[config.mk]
export PLATFORM = sky130hd
export DESIGN_NAME = signed_int_to_decimal_ascii_core
export DESIGN_NICKNAME = d
export VERILOG_FILES = /design/src/rtl/sitda_pkg.sv /design/src/rtl/signed_int_to_decimal_ascii_core.sv /design/src/rtl/sitda_fifo.sv /design/src/rtl/sitda_front.sv /design/src/rtl/sitda_back.sv
export VERILOG_INCLUDE_DIRS = /design/src /design/src/rtl
export SDC_FILE = /design/constraint.sdc
export NUM_CORES = 1
export LEC_CHECK = 0
export CAP_MARGIN = 30
export CORE_ASPECT_RATIO = 0.9
export CORE_MARGIN = 10
export CORE_UTILIZATION = 35
export CTS_CLUSTER_SIZE = 25
export DETAILED_ROUTE_END_ITERATION = 10
export DONT_BUFFER_PORTS = 1
export REMOVE_ABC_BUFFERS = 1
export SYNTH_ARGS = -nofsm -noshare
export SYNTH_HDL_FRONTEND = slang
export SYNTH_HIERARCHICAL = 1
export SYNTH_SLANG_ARGS = --single-unit
[constraint.sdc]
create_clock -name i_clk -period 7.7 [get_ports i_clk]
set_clock_uncertainty 0.15 [all_clocks]
set_input_delay 1.54 -clock i_clk [delete_from_list [all_inputs] [get_ports i_clk]]
set_output_delay 1.54 -clock i_clk [all_outputs]
set_load 0.02 [all_outputs]
[src/rtl/signed_int_to_decimal_ascii_core_macros.svh]
// Assertion macros shared by the signed integer to decimal text modules.
`ifndef SIGNED_INT_TO_DECIMAL_ASCII_CORE_MACROS_SVH
`define SIGNED_INT_TO_DECIMAL_ASCII_CORE_MACROS_SVH

`ifndef SYNTHESIS
`define SITDA_ASSERT(lbl, clk, rst_n, expr) \
    lbl: assert property (@(posedge clk) disable iff (!rst_n) (expr)) \
        else $error("sitda assertion failed");
`define SITDA_ASSERT_NEXT(lbl, clk, rst_n, ante, cons) \
    lbl: assert property (@(posedge clk) disable iff (!rst_n) (ante) |=> (cons)) \
        else $error("sitda assertion failed");
`else
`define SITDA_ASSERT(lbl, clk, rst_n, expr)
`define SITDA_ASSERT_NEXT(lbl, clk, rst_n, ante, cons)
`endif

`endif

[src/rtl/sitda_pkg.sv]
// Shared types, constants and helper functions for the decimal text converter.
package sitda_pkg;

    localparam int DATA_BITS_DEF = 32;
    localparam int JOB_Q_DEPTH   = 2;
    localparam int OUT_Q_DEPTH   = 2;

    localparam logic [7:0] CHAR_MINUS = 8'd45;
    localparam logic [7:0] CHAR_ZERO  = 8'd48;

    typedef struct packed {
        logic valid;
        logic neg;
    } t_job_ctl;

    // Decimal digits needed for the largest magnitude, 2**(bits-1).
    function automatic int dec_digits(input int bits);
        logic [64:0] v;
        int          n;
        v = 65'd1 << (bits - 1);
        n = 1;
        for (int k = 0; k < 20; k++) begin
            if (v >= 65'd10) begin
                v = v / 65'd10;
                n = n + 1;
            end
        end
        return n;
    endfunction

endpackage

[src/rtl/signed_int_to_decimal_ascii_core.sv]
// Flow: a request waits in the job queue until the back end is idle and takes it; the
//   bit-serial BCD shift loop then takes most of the conversion time, after which an optional
//   minus sign and the digits go out, stepping past suppressed leading zeros in turn. Emission
//   stalls while the result queue is full; new requests queue while a conversion runs.
// A two-entry job queue and a two-entry result queue decouple both sides.
// Reset (synchronous, active low) empties both queues and idles the converter.
module signed_int_to_decimal_ascii_core #(
    parameter int DATA_BITS = sitda_pkg::DATA_BITS_DEF
) (
    input  logic                 i_clk,
    input  logic                 i_rst_n,
    input  logic                 i_push,
    output logic                 o_full,
    input  logic [DATA_BITS-1:0] i_value,
    output logic                 o_empty,
    input  logic                 i_pop,
    output logic [7:0]           o_character,
    output logic                 o_last
);

    sitda_pkg::t_job_ctl  job;
    logic [DATA_BITS-1:0] job_mag;
    logic                 job_take;
    logic                 out_push;
    logic [7:0]           out_char;
    logic                 out_last;
    logic                 out_full;

    sitda_front #(
        .DATA_BITS (DATA_BITS)
    ) u_front (
        .i_clk      (i_clk),
        .i_rst_n    (i_rst_n),
        .i_push     (i_push),
        .o_full     (o_full),
        .i_value    (i_value),
        .o_job      (job),
        .o_job_mag  (job_mag),
        .i_job_take (job_take)
    );

    sitda_back #(
        .DATA_BITS (DATA_BITS)
    ) u_back (
        .i_clk      (i_clk),
        .i_rst_n    (i_rst_n),
        .i_job      (job),
        .i_job_mag  (job_mag),
        .o_job_take (job_take),
        .o_out_push (out_push),
        .o_out_char (out_char),
        .o_out_last (out_last),
        .i_out_full (out_full)
    );

    sitda_fifo #(
        .WIDTH (9),
        .DEPTH (sitda_pkg::OUT_Q_DEPTH)
    ) u_out_q (
        .i_clk   (i_clk),
        .i_rst_n (i_rst_n),
        .i_push  (out_push),
        .i_data  ({out_last, out_char}),
        .o_full  (out_full),
        .i_pop   (i_pop),
        .o_data  ({o_last, o_character}),
        .o_empty (o_empty)
    );

endmodule

[src/rtl/sitda_fifo.sv]
// Small register queue with push/full and pop/empty sides.
`include "signed_int_to_decimal_ascii_core_macros.svh"

module sitda_fifo #(
    parameter int WIDTH = 8,
    parameter int DEPTH = sitda_pkg::JOB_Q_DEPTH
) (
    input  logic             i_clk,
    input  logic             i_rst_n,
    input  logic             i_push,
    input  logic [WIDTH-1:0] i_data,
    output logic             o_full,
    input  logic             i_pop,
    output logic [WIDTH-1:0] o_data,
    output logic             o_empty
);

    localparam int AW   = (DEPTH > 1) ? $clog2(DEPTH) : 1;
    localparam int CNTW = $clog2(DEPTH + 1);

    logic [WIDTH-1:0] r_slot [DEPTH];
    logic [AW-1:0]    r_wr;
    logic [AW-1:0]    r_rd;
    logic [CNTW-1:0]  r_cnt;
    logic             do_push;
    logic             do_pop;

    assign o_full  = (r_cnt == CNTW'(DEPTH));
    assign o_empty = (r_cnt == '0);
    assign o_data  = r_slot[r_rd];
    assign do_push = i_push && !o_full;
    assign do_pop  = i_pop && !o_empty;

    always_ff @(posedge i_clk) begin
        if (!i_rst_n) begin
            r_wr  <= '0;
            r_rd  <= '0;
            r_cnt <= '0;
        end else begin
            if (do_push) begin
                r_slot[r_wr] <= i_data;
                r_wr         <= (r_wr == AW'(DEPTH - 1)) ? '0 : r_wr + AW'(1);
            end
            if (do_pop) begin
                r_rd <= (r_rd == AW'(DEPTH - 1)) ? '0 : r_rd + AW'(1);
            end
            if (do_push && !do_pop) begin
                r_cnt <= r_cnt + CNTW'(1);
            end else if (do_pop && !do_push) begin
                r_cnt <= r_cnt - CNTW'(1);
            end
        end
    end

    `SITDA_ASSERT(a_cnt_bound, i_clk, i_rst_n, r_cnt <= CNTW'(DEPTH))
    `SITDA_ASSERT_NEXT(a_cnt_up, i_clk, i_rst_n, do_push && !do_pop, r_cnt == $past(r_cnt) + CNTW'(1))
    `SITDA_ASSERT_NEXT(a_cnt_down, i_clk, i_rst_n, do_pop && !do_push, r_cnt == $past(r_cnt) - CNTW'(1))

endmodule

[src/rtl/sitda_front.sv]
// Front end: accepts requests, splits sign and magnitude, queues the job.
module sitda_front #(
    parameter int DATA_BITS = sitda_pkg::DATA_BITS_DEF
) (
    input  logic                 i_clk,
    input  logic                 i_rst_n,
    input  logic                 i_push,
    output logic                 o_full,
    input  logic [DATA_BITS-1:0] i_value,
    output sitda_pkg::t_job_ctl  o_job,
    output logic [DATA_BITS-1:0] o_job_mag,
    input  logic                 i_job_take
);

    logic                 neg;
    logic [DATA_BITS-1:0] mag;
    logic [DATA_BITS:0]   q_out;
    logic                 q_empty;

    // Magnitude in an unsigned word, so the most negative value stays exact.
    assign neg = i_value[DATA_BITS-1];
    assign mag = neg ? (~i_value + DATA_BITS'(1)) : i_value;

    sitda_fifo #(
        .WIDTH (DATA_BITS + 1),
        .DEPTH (sitda_pkg::JOB_Q_DEPTH)
    ) u_job_q (
        .i_clk   (i_clk),
        .i_rst_n (i_rst_n),
        .i_push  (i_push),
        .i_data  ({neg, mag}),
        .o_full  (o_full),
        .i_pop   (i_job_take),
        .o_data  (q_out),
        .o_empty (q_empty)
    );

    assign o_job.valid = !q_empty;
    assign o_job.neg   = q_out[DATA_BITS];
    assign o_job_mag   = q_out[DATA_BITS-1:0];

endmodule

[src/rtl/sitda_back.sv]
// Back end: bit-serial binary to BCD conversion, then character emission.
`include "signed_int_to_decimal_ascii_core_macros.svh"

module sitda_back #(
    parameter int DATA_BITS = sitda_pkg::DATA_BITS_DEF
) (
    input  logic                 i_clk,
    input  logic                 i_rst_n,
    input  sitda_pkg::t_job_ctl  i_job,
    input  logic [DATA_BITS-1:0] i_job_mag,
    output logic                 o_job_take,
    output logic                 o_out_push,
    output logic [7:0]           o_out_char,
    output logic                 o_out_last,
    input  logic                 i_out_full
);

    localparam int NDIG = sitda_pkg::dec_digits(DATA_BITS);
    localparam int BW   = 4 * NDIG;
    localparam int IW   = (NDIG > 1) ? $clog2(NDIG) : 1;
    localparam int CW   = $clog2(DATA_BITS);

    typedef enum logic [1:0] {
        S_IDLE,
        S_CONV,
        S_SIGN,
        S_EMIT
    } t_state;

    t_state               r_state;
    logic                 r_neg;
    logic                 r_started;
    logic [DATA_BITS-1:0] r_sh;
    logic [BW-1:0]        r_bcd;
    logic [CW-1:0]        r_cnt;
    logic [IW-1:0]        r_idx;

    logic [BW-1:0]        bcd_adj;
    logic [3:0]           digit;
    logic                 skip;

    // Add-3 correction on every digit before each shift.
    always_comb begin
        for (int i = 0; i < NDIG; i++) begin
            bcd_adj[4*i +: 4] = (r_bcd[4*i +: 4] >= 4'd5) ? r_bcd[4*i +: 4] + 4'd3
                                                           : r_bcd[4*i +: 4];
        end
    end

    assign digit = r_bcd[4*r_idx +: 4];
    // Leading zeros are dropped, but the units digit always goes out.
    assign skip  = !r_started && (digit == 4'd0) && (r_idx != '0);

    assign o_job_take = (r_state == S_IDLE) && i_job.valid;
    assign o_out_push = ((r_state == S_SIGN) || ((r_state == S_EMIT) && !skip)) && !i_out_full;
    assign o_out_char = (r_state == S_SIGN) ? sitda_pkg::CHAR_MINUS
                                            : sitda_pkg::CHAR_ZERO + {4'd0, digit};
    assign o_out_last = (r_state == S_EMIT) && (r_idx == '0);

    always_ff @(posedge i_clk) begin
        if (!i_rst_n) begin
            r_state   <= S_IDLE;
            r_started <= 1'b0;
        end else begin
            unique case (r_state)
                S_IDLE: begin
                    if (i_job.valid) begin
                        r_neg   <= i_job.neg;
                        r_sh    <= i_job_mag;
                        r_bcd   <= '0;
                        r_cnt   <= '0;
                        r_state <= S_CONV;
                    end
                end
                S_CONV: begin
                    r_bcd <= {bcd_adj[BW-2:0], r_sh[DATA_BITS-1]};
                    r_sh  <= {r_sh[DATA_BITS-2:0], 1'b0};
                    r_cnt <= r_cnt + CW'(1);
                    if (r_cnt == CW'(DATA_BITS - 1)) begin
                        r_idx     <= IW'(NDIG - 1);
                        r_started <= 1'b0;
                        r_state   <= r_neg ? S_SIGN : S_EMIT;
                    end
                end
                S_SIGN: begin
                    if (!i_out_full) begin
                        r_state <= S_EMIT;
                    end
                end
                S_EMIT: begin
                    if (skip) begin
                        r_idx <= r_idx - IW'(1);
                    end else if (!i_out_full) begin
                        r_started <= 1'b1;
                        if (r_idx == '0) begin
                            r_state <= S_IDLE;
                        end else begin
                            r_idx <= r_idx - IW'(1);
                        end
                    end
                end
                default: r_state <= S_IDLE;
            endcase
        end
    end

    `SITDA_ASSERT(a_push_room, i_clk, i_rst_n, !o_out_push || !i_out_full)
    `SITDA_ASSERT(a_sign_neg, i_clk, i_rst_n, (r_state != S_SIGN) || r_neg)
    `SITDA_ASSERT_NEXT(a_last_idle, i_clk, i_rst_n, o_out_push && o_out_last, r_state == S_IDLE)
    `SITDA_ASSERT_NEXT(a_take_conv, i_clk, i_rst_n, o_job_take, (r_state == S_CONV) && (r_cnt == '0))

endmodule
==> results of run 1 <==
-- cell usage after synthesis, drive strengths merged, types with 10 or more instances --
cell    instances  share of area
edfxtp        166           0.54
mux2           76          0.093
nand2          46          0.019
xnor2          45          0.043
o21ai          34          0.019
and2           32          0.022
inv            31          0.013
ha             30          0.041
nor2           22         0.0090
buf            18          0.013
a21oi          15         0.0090
mux2i          15          0.016
nand2b         15          0.010
a21boi         14          0.011
dfxtp          13          0.028
xor2           13          0.012
nor3b          12          0.011
clkbuf         11         0.0045
o31ai          10          0.010
o41ai          10          0.014
-- layout make-up --
class                      instances  area, µm²  share of cell area
multi-input combinational        460       3680               0.362
clock inverter                    15        198              0.0195
inverter                          32        120              0.0118
clock buffer                      17        425              0.0419
sequential                       179       5250               0.517
timing repair buffer               6       45.0             0.00444
tap                              348        435              0.0429
-- final timing paths --
check	startpoint	end	slack (ns)	cells past startpoint
setup reg to reg	u_back/r_idx[0]	u_out_q/r_cnt[1]	4.28	9
hold / removal	u_front/u_job_q/r_cnt[1]	u_front/u_job_q/r_cnt[1]	0.36	2
setup / recovery	u_back/r_idx[0]	u_out_q/r_cnt[1]	4.28	9
hold reg to reg	u_front/u_job_q/r_cnt[1]	u_front/u_job_q/r_cnt[1]	0.36	2
-- logic make-up after synthesis --
group | count (synthesis) | synth area share
flip-flops | 179 | 0.571
AND/OR/NAND/NOR | 173 | 0.106
AO/OA/AOI/OAI | 104 | 0.0829
multiplexers | 92 | 0.112
buffers and inverters | 61 | 0.0311
XOR/XNOR | 58 | 0.0553
adder cells (fa/ha/maj) | 30 | 0.0409
other | 2 | 0.000818
-- cells in the final DEF (no fill, tap or decap), types with 8 or more instances in the layout --
cell,netlist,final
xor2_1,13,13
nand3_1,8,8
a21oi_1,13,13
nor3b_1,10,10
nand2_1,46,46
dfxtp_1,13,13
nor2_1,22,22
and2_1,32,32
o21ai_0,31,31
xnor2_1,45,45
mux2i_1,15,15
or3_1,8,8
a21boi_0,10,10
edfxtp_1,166,166
nand2b_1,15,15
mux2_2,72,72
clkbuf_16,0,17
inv_1,31,31
ha_1,30,29
-- registers in the layout, summed over array words and instances, names as in the netlist, named ones only --
name                    cells
u_back/r_bcd               40
u_front/u_job_q/r_cnt       2
u_back/r_state              2
u_back/r_cnt                5
u_back/r_sh                32
u_out_q/r_wr                1
u_front/u_job_q/r_wr        1
u_front/u_job_q/r_rd        1
u_out_q/r_rd                1
u_back/r_idx                4
u_out_q/r_cnt               2
u_back/r_started            1
u_out_q/r_slot             18
u_back/r_neg                1
u_front/u_job_q/r_slot     66
-- metal layers --
layer	wire length, µm	up-vias	track usage
met5	0	-	0
met4	114	0	0.0256
met3	722	10	0.0296
met2	7610	76	0.158
met1	8060	2517	0.134
li1	-	2548	-
-- critical path: cells and delay by family (launching register included) --
| kind | cells | cell delay [ns] |
|---|---|---|
| fa+ha+maj | 1 | 0.34 |
| buf+inv | 1 | 0.15 |
| mux | 1 | 0.62 |
| simple gates | 3 | 0.70 |
| compound gates | 3 | 0.48 |
| flops | 1 | 0.91 |
-- power breakdown --
part,switching [mW],internal (mW)
Sequential,0.147,1.36
Clock,0.441,0.447
Combinational,0.500,0.443
Total,1.09,2.25
==> summary.txt, run 1 <==
RUN STATUS
---------------------------------------------------------------------------
Run status ................................................... finished clean

GLOBAL ROUTE
---------------------------------------------------------------------------
Sum of overflow across all layers after global routing .......            0
Largest net degree at the start of global routing ............           83
First-pass GRT wire length ...................................      27.3 mm
Global routing usage summed across all routing layers ........        0.101
Number of global-route vias before repair ....................         5162
Antenna violations before repair .............................            0

SETUP PATH
---------------------------------------------------------------------------
Peak per-stage delay on the critical path ....................      0.91 ns
CP cell instances ............................................ mux4_2, o211ai_2, and4bb_1, a41oi_1, inv_1, nor2_1, ha_1, or3_1, a21boi_1
Worst endpoint required time .................................      7.92 ns
Max FO, Critical Path ........................................           19
Cell with the largest stage delay on the worst path ..........     edfxtp_1
Critical path data arrival time ..............................      3.64 ns
Kind of end point of the critical path .......................    flip-flop
Worst setup SP type ..........................................    flip-flop
CP Class .....................................................      reg2reg

PLACEMENT
---------------------------------------------------------------------------
Count of buffers inserted at the top-level ports .............            0
Number of cells after detailed placement .....................         1025
Dpl hpwl .....................................................      10.4 mm
Placed cell area .............................................     9520 µm²
Final weighted congestion in routability-driven placement ....        0.744
Worst slack, placed ..........................................      3.88 ns

TIMING
---------------------------------------------------------------------------
RSZ-0062 raised after global routing .........................           no
Final number of hold-violating endpoints .....................            0
Number of failing setup endpoints in the final timing report .            0
Slack of the critical path ...................................      4.28 ns
Max-slew violations ..........................................            0
Worst Max-Slew Pin Slew ......................................     0.851 ns
Total negative slack for setup checks ........................         0 ns
Relative slew slack ..........................................        0.432
Worst hold slack .............................................     0.361 ns
Ratio of final minimum period to clock period ................        0.444
Time the worst path needs with I/O delays and setup ..........      3.42 ns
Max Clock Freq ...............................................      293 MHz

CLOCK NETWORK
---------------------------------------------------------------------------
Post-CTS Repair Setup Buffers ................................            0
Quantity of gates resized following cts ......................            0
CTS tree .....................................................         done
Clock sink count .............................................          179
Library cell used as clock root buffer .......................    clkbuf_16
Clock Tree Buf Depth .........................................            2
Clock buffer count from CTS ..................................           17
Clock transition at the registers of the reported paths ......      0.08 ns
Clock insertion delay at the later pin of the skew report ....      0.43 ns
H-tree depth .................................................            4
Cts hold-fix bufs ............................................            0

SYNTH
---------------------------------------------------------------------------
Synth Cell Area ..............................................     9180 µm²
Most used flip-flop cell after synthesis .....................     edfxtp_1
Yosys reg bits ...............................................          179
Syn Area/Cell ................................................     13.1 µm²
Share of the yosys chip area belonging to registers ..........        0.571
Cell count after synthesis ...................................          699
Number of flops mapped to enable cells by yosys ..............          166
Count of synthesis-stage warnings from yosys .................            6
Async set-or-reset flop fraction in the synthesized netlist ..            0
Unique masters post-synth ....................................           63

FINAL LAYOUT
---------------------------------------------------------------------------
Final standard cell area without fillers .....................    10100 µm²
Net count reported at finish .................................          762
Non-Filler Instances .........................................         1057
Layout fillers ...............................................         2500
Share of layout cells above drive strength 1 .................        0.195
Number of antenna cells inserted .............................            0
Growth of design area from synthesis to finish ...............        10.5%
Util after Layout ............................................        0.391

DETAILED ROUTING
---------------------------------------------------------------------------
Iter 0 DRT Violations ........................................          309
Post-detailed-route via-to-cell ratio ........................         4.87
Total via count in the routed design .........................         5151
Length of the first detailed-routing pass in iterations ......            5
Total Wirelength .............................................      16.5 mm
WL per Instance ..............................................      15.6 µm
Remaining design rule violation count ........................            0
ANT nets after route .........................................            0

DIE
---------------------------------------------------------------------------
Number of ports placed on the die boundary ...................           47
Die area .....................................................    33100 µm²
Placeable core region ........................................    25900 µm²
DIE WIDTH ....................................................       191 µm
Starting utilization of the core area ........................        0.354
Die extent in y ..............................................       174 µm
FP Rows ......................................................           56

POWER
---------------------------------------------------------------------------
Power per standard cell area .................................   329 nW/µm²
Final total power ............................................      3.34 mW
Leakage power total ..........................................      3.48 nW
Max rail drop VDD ............................................     0.210 mV

HOLD PATH
---------------------------------------------------------------------------
Path class of the lowest-slack min-delay path ................      reg2reg

FLOW RUN
---------------------------------------------------------------------------
Max-cap violations ...........................................            0

No activity file was read; power rests on OpenSTA's default activity.
==> inputs of run 2 (changes only) <==
==> constraint.sdc (replaced) <==
create_clock -name i_clk -period 3 [get_ports i_clk]
set_clock_uncertainty 0.15 [all_clocks]
set_input_delay 0.6 -clock i_clk [delete_from_list [all_inputs] [get_ports i_clk]]
set_output_delay 0.6 -clock i_clk [all_outputs]
set_load 0.02 [all_outputs]
==> run 2 against run 1 <==
Against the previous run: hold slack lost 0.26 ns; largest power group unchanged; critical path type unchanged; flip-flop and latch count is the same; count of clock-buffer cells in the layout is the same.
==> summary.txt, run 2 (synthesis results as in run 1) <==
DIE
----------------------------------------------------------------------------
Number of ports placed on the die boundary ....................           47   unchanged
FP Rows .......................................................           56   unchanged
Die area ......................................................    33100 µm²   unchanged
Placeable core region .........................................    25900 µm²   unchanged
DIE WIDTH .....................................................       191 µm   unchanged
Die extent in y ...............................................       174 µm   unchanged
Starting utilization of the core area .........................        0.354   unchanged

POWER
----------------------------------------------------------------------------
Logic pwr share ...............................................        0.300   +0.018
Max rail drop VDD .............................................     0.437 mV   +110%
Leakage power total ...........................................      3.60 nW   +3.5%
Part of the total power dissipated in sequential elements .....        0.438   -0.014
Sw Share ......................................................        0.319   -0.00617
Power per standard cell area ..................................   847 nW/µm²   +160%
Cell-internal power ...........................................      5.98 mW   +170%
Psw ...........................................................      2.81 mW   +160%
Part of the power in the clock network ........................        0.262   -0.004

TIMING
----------------------------------------------------------------------------
Ratio of final minimum period to clock period .................        0.949   +0.505
Total negative slack for setup checks .........................         0 ns   unchanged
Max-slew violations ...........................................            0   unchanged
Number of failing setup endpoints in the final timing report ..            0   unchanged
Max Clock Freq ................................................      351 MHz   +20%
Final number of hold-violating endpoints ......................            0   unchanged
Time the worst path needs with I/O delays and setup ...........      2.85 ns   -0.569 ns
Slack of the critical path ....................................     0.152 ns   -4.13 ns

FINAL LAYOUT
----------------------------------------------------------------------------
Share of layout cells above drive strength 1 ..................        0.227   +0.0321
Util after Layout .............................................        0.401   +0.00927
Most common library cell in the layout ignoring fill and taps .     edfxtp_1
Top library cells by usage in the layout, fill and taps aside . edfxtp_1, mux2_2, nand2_1
Biggest registers after layout ................................ u_front/u_job_q/r_slot x66, u_back/r_bcd x40, u_back/r_sh x32
Growth of design area from synthesis to finish ................        13.1%
Register with the most flip-flops ............................. u_front/u_job_q/r_slot
Number of antenna cells inserted ..............................            0   unchanged
Max reg flops .................................................           66   unchanged
Non-Filler Instances ..........................................         1080   +2.2%
Net count reported at finish ..................................          785   +3.0%
Final standard cell area without fillers ......................    10400 µm²   +2.4%

HOLD PATH
----------------------------------------------------------------------------
Hold Crit Depth ...............................................            0   -2
Path class of the lowest-slack min-delay path .................       in2reg

DETAILED ROUTING
----------------------------------------------------------------------------
ANT nets after route ..........................................            0   unchanged
Remaining design rule violation count .........................            0   unchanged
WL per Instance ...............................................      15.3 µm   -2.1%
Routed length on met2 .........................................      7.51 mm   -1.4%
Total via count in the routed design ..........................         5176   +0.49%
Total Wirelength ..............................................      16.5 mm   about the same
Iter 0 DRT Violations .........................................          280   -9.4%
Routed metal-1 wire length ....................................      8.03 mm   -0.36%
Post-detailed-route via-to-cell ratio .........................         4.79   -1.7%
Met3 WL .......................................................       797 µm   +10%
Top routing layer used ........................................         met4
Length of the first detailed-routing pass in iterations .......            4   -1

CLOCK NETWORK
----------------------------------------------------------------------------
Clock insertion delay at the later pin of the skew report .....      0.43 ns   about the same
Clock sink count ..............................................          179   unchanged
H-tree depth ..................................................            4   unchanged
CTS tree ......................................................         done
Clock Tree Buf Depth ..........................................            2   unchanged
Library cell used as clock root buffer ........................    clkbuf_16
Clock buffer count from CTS ...................................           17   unchanged
Clock transition at the registers of the reported paths .......      0.08 ns   about the same

GLOBAL ROUTE
----------------------------------------------------------------------------
First-pass GRT wire length ....................................      27.5 mm   +0.81%
Antenna violations before repair ..............................            0   unchanged
Largest net degree at the start of global routing .............           35   -58%
Number of global-route vias before repair .....................         5247   +1.6%
Global routing usage summed across all routing layers .........        0.102   +0.000451
Sum of overflow across all layers after global routing ........            0   unchanged

SETUP PATH
----------------------------------------------------------------------------
Worst endpoint required time ..................................      3.21 ns   -4.71 ns
Max FO, Critical Path .........................................            4   -15
Critical path data arrival time ...............................      3.06 ns   -0.58 ns
CP Class ......................................................      reg2reg
Worst setup SP type ...........................................    flip-flop
Kind of end point of the critical path ........................    flip-flop
Length in cells of the worst reg-to-reg path ..................           11   +2

PLACEMENT
----------------------------------------------------------------------------
Count of buffers inserted at the top-level ports ..............            0   unchanged
Placed cell area ..............................................     9680 µm²   +1.7%
Final weighted congestion in routability-driven placement .....        0.821   +10%
Dpl hpwl ......................................................      10.9 mm   +5.0%
Worst slack, placed ...........................................    0.0206 ns   -3.85 ns
Number of cells after detailed placement ......................         1041   +1.6%

FLOW RUN
----------------------------------------------------------------------------
Max-cap violations ............................................            0   unchanged

RUN STATUS
----------------------------------------------------------------------------
Run status .................................................... finished clean

[run 2: changes by cell type in the layout (fill, tap and decap cells not counted), sizes merged]
cell	delta
buf	+23
bufinv	+1
clkinv	-2
inv	+1
[run 2: through the flow]
stage / hold slack [ns] / power [mW]
finish: 0.104 / 8.79
CTS: 0.0795 / 8.87
detailed placement: 0.358 / 6.53
floorplan: 0.316 / 5.82
global route: 0.0802 / 9.37
global placement: 0.344 / 6.49
[run 2: path summary, 6_finish.rpt]
check	from	to	slack (ns)
worst min-delay path	i_value[0]	u_front/u_job_q/r_slot[0][0]	0.10
worst min register to register	u_out_q/r_wr	u_out_q/r_wr	0.37
worst max register to register	u_back/r_idx[1]	u_out_q/r_cnt[1]	0.15
worst max-delay path	u_back/r_idx[1]	u_out_q/r_cnt[1]	0.15
[run 2: timing repair]
item / in CTS / in global routing
endpoints found under the setup margin: 0 / 20
hold buffers: 0 / 0
gates resized for setup: 0 / 6
setup buffers: 0 / 7
[run 2: layout make-up]
| class | count | area (µm²) |
|---|---|---|
| clock inverters | 15 | 201 |
| clock buffers | 17 | 425 |
| flip-flops and latches | 179 | 5250 |
| well taps | 348 | 435 |
| inverters | 32 | 120 |
| multi-input cells | 460 | 3700 |
| repair buffers | 29 | 259 |
| fillers | 2422 | 15500 |
[run 2: critical path, cell delays in order (launching register included)]
cell and delay [ns]:
edfxtp_1 0.43, buf_4 0.16, or2_1 0.25, o22a_1 0.19, a21oi_2 0.18, and4bb_2 0.28
a41oi_2 0.18, inv_2 0.07, nor2_2 0.17, ha_4 0.23, or3_1 0.34, a21boi_1 0.15
[run 2: power groups by stage]
stage / Clock, mW / Sequential [mW] / Combinational (mW)
finish: 2.30 / 3.85 / 2.64
detailed placement: 0 / 3.91 / 2.62
CTS: 2.37 / 3.86 / 2.64
floorplan: 0 / 3.88 / 1.94
global placement: 0 / 3.91 / 2.58
global route: 2.45 / 3.93 / 2.99
[run 2: routing by layer]
layer | track usage | up-vias
li1 | - | 2593
met1 | 0.135 | 2504
met2 | 0.156 | 64
met3 | 0.0308 | 15
met4 | 0.0292 | 0
met5 | 0 | -
